===== src/rtl/core/oil_pkg.sv =====
// Package for the ordered integer list engine.
// Holds the default depth, field widths, operation codes and status codes.
// No dependencies.
`timescale 1ns / 1ps
`default_nettype none

package oil_pkg;

    localparam int OIL_DEPTH = 64;

    localparam int OP_W    = 3;
    localparam int VALUE_W = 32;
    localparam int STAT_W  = 2;
    localparam int FIDX_W  = 6;
    localparam int ECNT_W  = 7;

    typedef enum logic [OP_W-1:0] {
        OP_PUSH_FRONT = 3'd0,
        OP_PUSH_BACK  = 3'd1,
        OP_POP_FRONT  = 3'd2,
        OP_POP_BACK   = 3'd3,
        OP_SEARCH     = 3'd4,
        OP_REMOVE     = 3'd5
    } op_t;

    typedef enum logic [STAT_W-1:0] {
        STAT_OK       = 2'd0,
        STAT_EMPTY    = 2'd1,
        STAT_NOTFOUND = 2'd2,
        STAT_FULL     = 2'd3
    } status_t;

endpackage

`default_nettype wire


===== src/rtl/core/oil_mem.sv =====
// Entry store of the ordered integer list engine.
// One write port and one read port with registered read data.
// Depends on nothing beyond its parameters.
`timescale 1ns / 1ps
`default_nettype none

module oil_mem #(
    parameter int DEPTH  = 64,
    parameter int ADDR_W = 6,
    parameter int DATA_W = 32
) (
    input  logic              clk,
    input  logic              we,
    input  logic [ADDR_W-1:0] waddr,
    input  logic [DATA_W-1:0] wdata,
    input  logic [ADDR_W-1:0] raddr,
    output logic [DATA_W-1:0] rdata
);

    logic [DATA_W-1:0] mem [DEPTH];

    always_ff @(posedge clk)
    begin
        if (we)
        begin
            mem[waddr] <= wdata;
        end
        rdata <= mem[raddr];
    end

endmodule

`default_nettype wire


===== src/rtl/core/oil_ctrl.sv =====
// Sequencer of the ordered integer list engine.
// Keeps the circular head and count, walks the store for search and removal,
// and registers each result. Depends on oil_pkg.
`timescale 1ns / 1ps
`default_nettype none

module oil_ctrl #(
    parameter int DEPTH  = 64,
    parameter int ADDR_W = 6,
    parameter int CNT_W  = 7
) (
    input  logic                          clk,
    input  logic                          rst_n,
    input  logic                          start,
    output logic                          busy,
    input  logic [oil_pkg::OP_W-1:0]      operation,
    input  logic [oil_pkg::VALUE_W-1:0]   value,
    output logic                          we,
    output logic [ADDR_W-1:0]             waddr,
    output logic [oil_pkg::VALUE_W-1:0]   wdata,
    output logic [ADDR_W-1:0]             raddr,
    input  logic [oil_pkg::VALUE_W-1:0]   rdata,
    output logic                          done,
    output logic [oil_pkg::STAT_W-1:0]    status,
    output logic [ADDR_W-1:0]             pos,
    output logic [oil_pkg::VALUE_W-1:0]   found_value,
    output logic [CNT_W-1:0]              count
);

    import oil_pkg::*;

    typedef enum logic [2:0] {
        S_IDLE  = 3'b001,
        S_SCAN  = 3'b010,
        S_SHIFT = 3'b100
    } state_t;

    state_t               state_reg, state_next;
    logic [ADDR_W-1:0]    head_reg, head_next;
    logic [CNT_W-1:0]     count_reg, count_next;
    logic [CNT_W-1:0]     chk_reg, chk_next;
    logic [ADDR_W-1:0]    pos_reg, pos_next;
    logic [OP_W-1:0]      op_reg, op_next;
    logic [VALUE_W-1:0]   val_reg, val_next;
    logic                 done_reg, done_next;
    logic [STAT_W-1:0]    status_reg, status_next;
    logic [VALUE_W-1:0]   fval_reg, fval_next;

    logic [ADDR_W-1:0]    head_inc, head_dec;
    logic                 is_full, is_empty, match, at_last;

    function automatic logic [ADDR_W-1:0] phys(input logic [ADDR_W-1:0] hd,
                                                input logic [CNT_W:0] lpos);
        logic [CNT_W:0] sum;
        sum = (CNT_W + 1)'(hd) + lpos;
        if (sum >= (CNT_W + 1)'(DEPTH))
        begin
            sum = sum - (CNT_W + 1)'(DEPTH);
        end
        return ADDR_W'(sum);
    endfunction

    assign head_inc = (head_reg == ADDR_W'(DEPTH - 1)) ? '0 : head_reg + 1'b1;
    assign head_dec = (head_reg == '0) ? ADDR_W'(DEPTH - 1) : head_reg - 1'b1;
    assign is_full  = (count_reg == CNT_W'(DEPTH));
    assign is_empty = (count_reg == '0);
    assign match    = (rdata == val_reg);
    assign at_last  = ((chk_reg + 1'b1) == count_reg);

    always_comb
    begin
        state_next  = state_reg;
        head_next   = head_reg;
        count_next  = count_reg;
        chk_next    = chk_reg;
        pos_next    = pos_reg;
        op_next     = op_reg;
        val_next    = val_reg;
        done_next   = 1'b0;
        status_next = status_reg;
        fval_next   = fval_reg;
        we          = 1'b0;
        waddr       = phys(head_reg, {1'b0, chk_reg});
        wdata       = rdata;
        raddr       = phys(head_reg, {1'b0, chk_reg} + 1'b1);

        case (state_reg)
            S_IDLE:
            begin
                if (start)
                begin
                    op_next     = operation;
                    val_next    = value;
                    done_next   = 1'b1;
                    status_next = STAT_OK;
                    pos_next    = '0;
                    fval_next   = '0;
                    case (operation)
                        OP_PUSH_FRONT:
                        begin
                            if (is_full)
                            begin
                                status_next = STAT_FULL;
                            end
                            else
                            begin
                                we         = 1'b1;
                                waddr      = head_dec;
                                wdata      = value;
                                head_next  = head_dec;
                                count_next = count_reg + 1'b1;
                            end
                        end
                        OP_PUSH_BACK:
                        begin
                            if (is_full)
                            begin
                                status_next = STAT_FULL;
                            end
                            else
                            begin
                                we         = 1'b1;
                                waddr      = phys(head_reg, {1'b0, count_reg});
                                wdata      = value;
                                count_next = count_reg + 1'b1;
                            end
                        end
                        OP_POP_FRONT:
                        begin
                            if (is_empty)
                            begin
                                status_next = STAT_EMPTY;
                            end
                            else
                            begin
                                head_next  = head_inc;
                                count_next = count_reg - 1'b1;
                            end
                        end
                        OP_POP_BACK:
                        begin
                            if (is_empty)
                            begin
                                status_next = STAT_EMPTY;
                            end
                            else
                            begin
                                count_next = count_reg - 1'b1;
                            end
                        end
                        OP_SEARCH, OP_REMOVE:
                        begin
                            if (is_empty)
                            begin
                                status_next = STAT_EMPTY;
                            end
                            else
                            begin
                                done_next  = 1'b0;
                                raddr      = head_reg;
                                chk_next   = '0;
                                state_next = S_SCAN;
                            end
                        end
                        default:
                        begin
                            status_next = STAT_OK;
                        end
                    endcase
                end
            end
            S_SCAN:
            begin
                if (match)
                begin
                    pos_next    = ADDR_W'(chk_reg);
                    fval_next   = val_reg;
                    status_next = STAT_OK;
                    if (op_reg == OP_REMOVE && chk_reg == '0)
                    begin
                        head_next  = head_inc;
                        count_next = count_reg - 1'b1;
                        done_next  = 1'b1;
                        state_next = S_IDLE;
                    end
                    else if (op_reg == OP_REMOVE && at_last)
                    begin
                        count_next = count_reg - 1'b1;
                        done_next  = 1'b1;
                        state_next = S_IDLE;
                    end
                    else if (op_reg == OP_REMOVE)
                    begin
                        state_next = S_SHIFT;
                    end
                    else
                    begin
                        done_next  = 1'b1;
                        state_next = S_IDLE;
                    end
                end
                else if (at_last)
                begin
                    status_next = STAT_NOTFOUND;
                    pos_next    = '0;
                    fval_next   = '0;
                    done_next   = 1'b1;
                    state_next  = S_IDLE;
                end
                else
                begin
                    chk_next = chk_reg + 1'b1;
                end
            end
            S_SHIFT:
            begin
                we    = 1'b1;
                raddr = phys(head_reg, {1'b0, chk_reg} + 2'd2);
                if (({1'b0, chk_reg} + 2'd2) == {1'b0, count_reg})
                begin
                    count_next = count_reg - 1'b1;
                    done_next  = 1'b1;
                    state_next = S_IDLE;
                end
                else
                begin
                    chk_next = chk_reg + 1'b1;
                end
            end
            default:
            begin
                state_next = S_IDLE;
            end
        endcase
    end

    always_ff @(posedge clk or negedge rst_n)
    begin
        if (!rst_n)
        begin
            state_reg <= S_IDLE;
            head_reg  <= '0;
            count_reg <= '0;
            done_reg  <= 1'b0;
        end
        else
        begin
            state_reg <= state_next;
            head_reg  <= head_next;
            count_reg <= count_next;
            done_reg  <= done_next;
        end
    end

    always_ff @(posedge clk)
    begin
        chk_reg    <= chk_next;
        pos_reg    <= pos_next;
        op_reg     <= op_next;
        val_reg    <= val_next;
        status_reg <= status_next;
        fval_reg   <= fval_next;
    end

    assign busy        = (state_reg != S_IDLE);
    assign done        = done_reg;
    assign status      = status_reg;
    assign pos         = pos_reg;
    assign found_value = fval_reg;
    assign count       = count_reg;

endmodule

`default_nettype wire


===== src/rtl/core/ordered_int_list_engine_core.sv =====
// Top level of the ordered integer list engine.
// Joins the sequencer oil_ctrl and the entry store oil_mem; uses oil_pkg.
`timescale 1ns / 1ps
`default_nettype none

// An operation is taken when start is high and busy is low, and its result
// appears on the result ports for one cycle with done high. Pushes, pops and
// unused codes give their result in the cycle after the transfer, with busy
// staying low, so they may follow one another every cycle. Search and remove
// walk the entries through the single read port of the store at one entry a
// cycle, keeping busy high until a match or the last entry is reached, and
// a removal from the middle also shifts the later entries down one per cycle.
// The receiver cannot stall, so a result must be taken in its done cycle.
module ordered_int_list_engine_core #(
    parameter int DEPTH = oil_pkg::OIL_DEPTH
) (
    input  logic                                 clk,
    input  logic                                 rst_n,
    input  logic                                 start,
    output logic                                 busy,
    input  logic [oil_pkg::OP_W-1:0]             operation,
    input  logic signed [oil_pkg::VALUE_W-1:0]   value,
    output logic                                 done,
    output logic [oil_pkg::STAT_W-1:0]           status,
    output logic [oil_pkg::FIDX_W-1:0]           found_index,
    output logic signed [oil_pkg::VALUE_W-1:0]   found_value,
    output logic [oil_pkg::ECNT_W-1:0]           entry_count
);

    import oil_pkg::*;

    localparam int ADDR_W = $clog2(DEPTH);
    localparam int CNT_W  = $clog2(DEPTH + 1);

    logic                we;
    logic [ADDR_W-1:0]   waddr;
    logic [VALUE_W-1:0]  wdata;
    logic [ADDR_W-1:0]   raddr;
    logic [VALUE_W-1:0]  rdata;
    logic [ADDR_W-1:0]   pos;
    logic [VALUE_W-1:0]  fval;
    logic [CNT_W-1:0]    count;

    oil_mem #(
        .DEPTH  (DEPTH),
        .ADDR_W (ADDR_W),
        .DATA_W (VALUE_W)
    ) u_mem (
        .clk   (clk),
        .we    (we),
        .waddr (waddr),
        .wdata (wdata),
        .raddr (raddr),
        .rdata (rdata)
    );

    oil_ctrl #(
        .DEPTH  (DEPTH),
        .ADDR_W (ADDR_W),
        .CNT_W  (CNT_W)
    ) u_ctrl (
        .clk         (clk),
        .rst_n       (rst_n),
        .start       (start),
        .busy        (busy),
        .operation   (operation),
        .value       (value),
        .we          (we),
        .waddr       (waddr),
        .wdata       (wdata),
        .raddr       (raddr),
        .rdata       (rdata),
        .done        (done),
        .status      (status),
        .pos         (pos),
        .found_value (fval),
        .count       (count)
    );

    assign found_index = FIDX_W'(pos);
    assign found_value = fval;
    assign entry_count = ECNT_W'(count);

endmodule

`default_nettype wire


===== config.mk =====
export PLATFORM = sky130hd
export DESIGN_NAME = ordered_int_list_engine_core
export DESIGN_NICKNAME = d
export VERILOG_FILES = /design/src/rtl/core/oil_pkg.sv /design/src/rtl/core/oil_mem.sv /design/src/rtl/core/oil_ctrl.sv /design/src/rtl/core/ordered_int_list_engine_core.sv
export SDC_FILE = /design/constraint.sdc
export NUM_CORES = 2
export LEC_CHECK = 0
export ABC_AREA = 1
export BUFFER_PORTS_ARGS = -buffer_cell sky130_fd_sc_hd__clkbuf_2
export CAP_MARGIN = 20
export CORE_UTILIZATION = 56
export DETAILED_ROUTE_END_ITERATION = 7
export GPL_TIMING_DRIVEN = 0
export PLACE_DENSITY = 0.75
export SLEW_MARGIN = 10
export SYNTH_ARGS = -nofsm -noshare
export SYNTH_HDL_FRONTEND = slang
export SYNTH_SLANG_ARGS = --single-unit

===== constraint.sdc =====
create_clock -name clk -period 12.83 [get_ports clk]
set_input_delay 0.6415 -clock clk [delete_from_list [all_inputs] [get_ports clk]]
set_output_delay 0.6415 -clock clk [all_outputs]
set_load 0.05 [all_outputs]

==> metrics <==
Setup CP Type=flip-flop to flip-flop; DR WL/cell=30.5 µm; DRC viols=0; area of the core=172000 µm²; max incr delay on CP=0.98 ns; worst-path cell chain=inv_1, ha_1, nand2_2, nor2_4, inv_1, nor2_1, nor2_1, inv_2, nor2_2, o21ai_0, inv_1, nor2_1, nand2_1, nor3_2, buf_6, buf_6, buf_6, buf_4; most frequent cells in the layout=2217 x nand3_1, 2130 x edfxtp_1, 1372 x nand2_1, 1258 x inv_1, 762 x nand3b_1; Reg with most FFs=u_mem.mem; # hold bufs at CTS=35; Worst Skew=0.0328 ns; RSZ-0062 raised after global routing=false; Achievable Freq=178 MHz; Reg clk slew, reported paths=0.06 ns; max reg flops=2048; total congestion overflow=0; yosys warns=0; DR vias/cell=6.25; Pint=12.5 mW; commonest non-fill, non-tap cell in the layout=nand3_1; slowest CP cell=o21ai_0; total negative setup slack=0 ns; Final Max Tran Viols=0; mean post-synth cell area=11.1 µm²; Inserted Clock Buffers=217; fin crit period=5.60 ns; vias in the first global route=68500; Cell Pwr Density=157 nW/µm²; Finished Core Util=0.651; status=finished, final reports clean; WP data arrival=6.20 ns; Clk pwr share=0.367; die height=418 µm; final setup fails=0; DPL Wire Length=257000 µm; post-route ant nets=0; Worst Setup End Kind=flip-flop; # H-tree levels=4; Post-CTS Setup Inserts=0; max_cap viols=0; Hold Violations, Final=0; Pwr Total=17.6 mW; Core Rows=152; Via Count=73800; Seq pwr share=0.473; IO Port Bufs=86; Starting DRT DRC Count=13700; clk root buf=clkbuf_16; clock sinks=2179; initial core utilization=0.564; Max Root-Sink Buffers=3; HP Class=input pin to flip-flop; Die ar.=175000 µm²; net load switching power=5.08 mW; Routed WL=361000 µm; Period Utilization, post-route=0.437; Max VDD drop=0.170 mV; Final Non-Filler Cells=11800; CP Max Fanout=9; detailed-router iteration count before antenna repair=7; Least-Margin Pin Slew=1.25 ns; pin count of the biggest net entering global routing=65; first-pass GRT wire length=497000 µm; post-synth cell types=46; placed cell count=11400; # IOs=87; Mapped Area=97000 µm²; GP Congestion=1.10; Worst-Skew Late Latency=0.90 ns; post-synthesis sequential area ratio=0.670; flops & latches, synth=2179; nets=9362; Startpoint Class=flip-flop; Lkg Pwr=43.8 nW; CTS tree=yes; area grow syn2layout=15.3%; relative slew slack=0.157; CP required=13.43 ns; GRT Total Usage=0.409; Die X-Extent=418 µm; fraction of layout cells with a size suffix above 1=0.124; Synth Instances=8773; initial antenna violation count=45; Gate power share=0.160; Syn Nets=8838; post_cts resized=0; Sw Share=0.289
## metal layers
layer  vias to the layer above  GRT usage  wire, µm  share of wire
met2                      6070      0.597    154000           0.43
met3                      1235      0.127     52000           0.14
li1                      31200          -         -              -
met4                        14      0.279     29200          0.081
met1                     35200      0.523    126000           0.35
met5                         -          0       105        0.00029
## metrics by stage
stage	cell area (µm²)	setup WS, ns	hold WS [ns]
after detailed placement	104000	7.47	0.593
after global routing	112000	7.16	0.0579
after CTS	112000	7.51	0.0143
after floorplan	97000	7.34	0.346
final	112000	7.23	0.0504
after global placement	100000	-0.307	0.586
## Yosys cell counts, drive strengths merged
master,n,area [µm²]
edfxtp,2130,64000
nor2,136,552
dfxtp,32,641
o21ai,68,344
nand3,2221,11100
xnor2,29,254
nor3,27,135
or2,3,18.8
nor4,5,31.3
ha,23,288
dfrtp,16,400
o32a,1,10.0
inv,1267,4760
a31oi,3,18.8
fa,4,80.1
a21oi,16,91.3
xor2,34,298
a21o,2,15.0
dfstp,1,26.3
nand2,1398,5280
o21a,1,7.51
o221ai,2,17.5
nand2b,1,6.26
buf,484,2460
o211ai,2,15.0
o22ai,2,12.5
clkbuf,91,342
nand3b,762,5720
nand4,10,68.8
a22oi,2,20.0
## power groups by stage
stage / Combinational (mW) / Sequential [mW] / Clock, mW
6_report: 2.81 / 8.31 / 6.45
5_1_grt: 2.78 / 8.30 / 6.68
4_1_cts: 2.64 / 8.30 / 6.42
3_5_place_dp: 2.62 / 8.46 / 0
3_3_place_gp: 2.30 / 8.66 / 0
2_1_floorplan: 1.06 / 8.50 / 0
## path summary, 6_finish.rpt
check | startpoint | to | slack [ns] | cells after the start
setup / recovery | u_ctrl.count[1] | u_mem.mem[57][13] | 7.23 | 18
hold / removal | operation[1] | u_ctrl.op_reg[1] | 0.05 | 1
setup reg to reg | u_ctrl.count[1] | u_mem.mem[57][13] | 7.23 | 18
hold reg to reg | u_ctrl.val_reg[16] | u_ctrl.found_value[16] | 0.61 | 2
max in group asynchronous | rst_n | u_ctrl.state_reg[0] | 12.21 | 2
min in group asynchronous | rst_n | u_ctrl.count[4] | 0.25 | 2
## kinds of logic after synthesis
group,share of synthesized area
XOR/XNOR,0.00569
adder cells (fa/ha/maj),0.00379
buffers and inverters,0.0779
flip-flops,0.670
AND/OR/NAND/NOR,0.237
AO/OA/AOI/OAI,0.00569
## cell type report
type / instances / area (µm²)
flip-flops and latches: 2179 / 65000
fillers: 12700 / 60100
multi-input cells: 4752 / 25200
clock buffers: 260 / 5630
inverters: 1267 / 4760
repair buffers: 305 / 4020
well taps: 2310 / 2890
plain buffers: 575 / 2810
clock inverters: 144 / 1490
diodes: 23 / 57.6
## critical path: cells and delay by family, from the launching register on
kind / cells / cell delay, ns
and+or+nand+nor: 8 / 2.17
buffers and inverters: 8 / 1.37
AOI/OAI and AO/OA: 1 / 0.98
DFF: 1 / 0.50
adders and majority gates: 1 / 0.24
No activity file was read; power rests on OpenSTA's default activity.
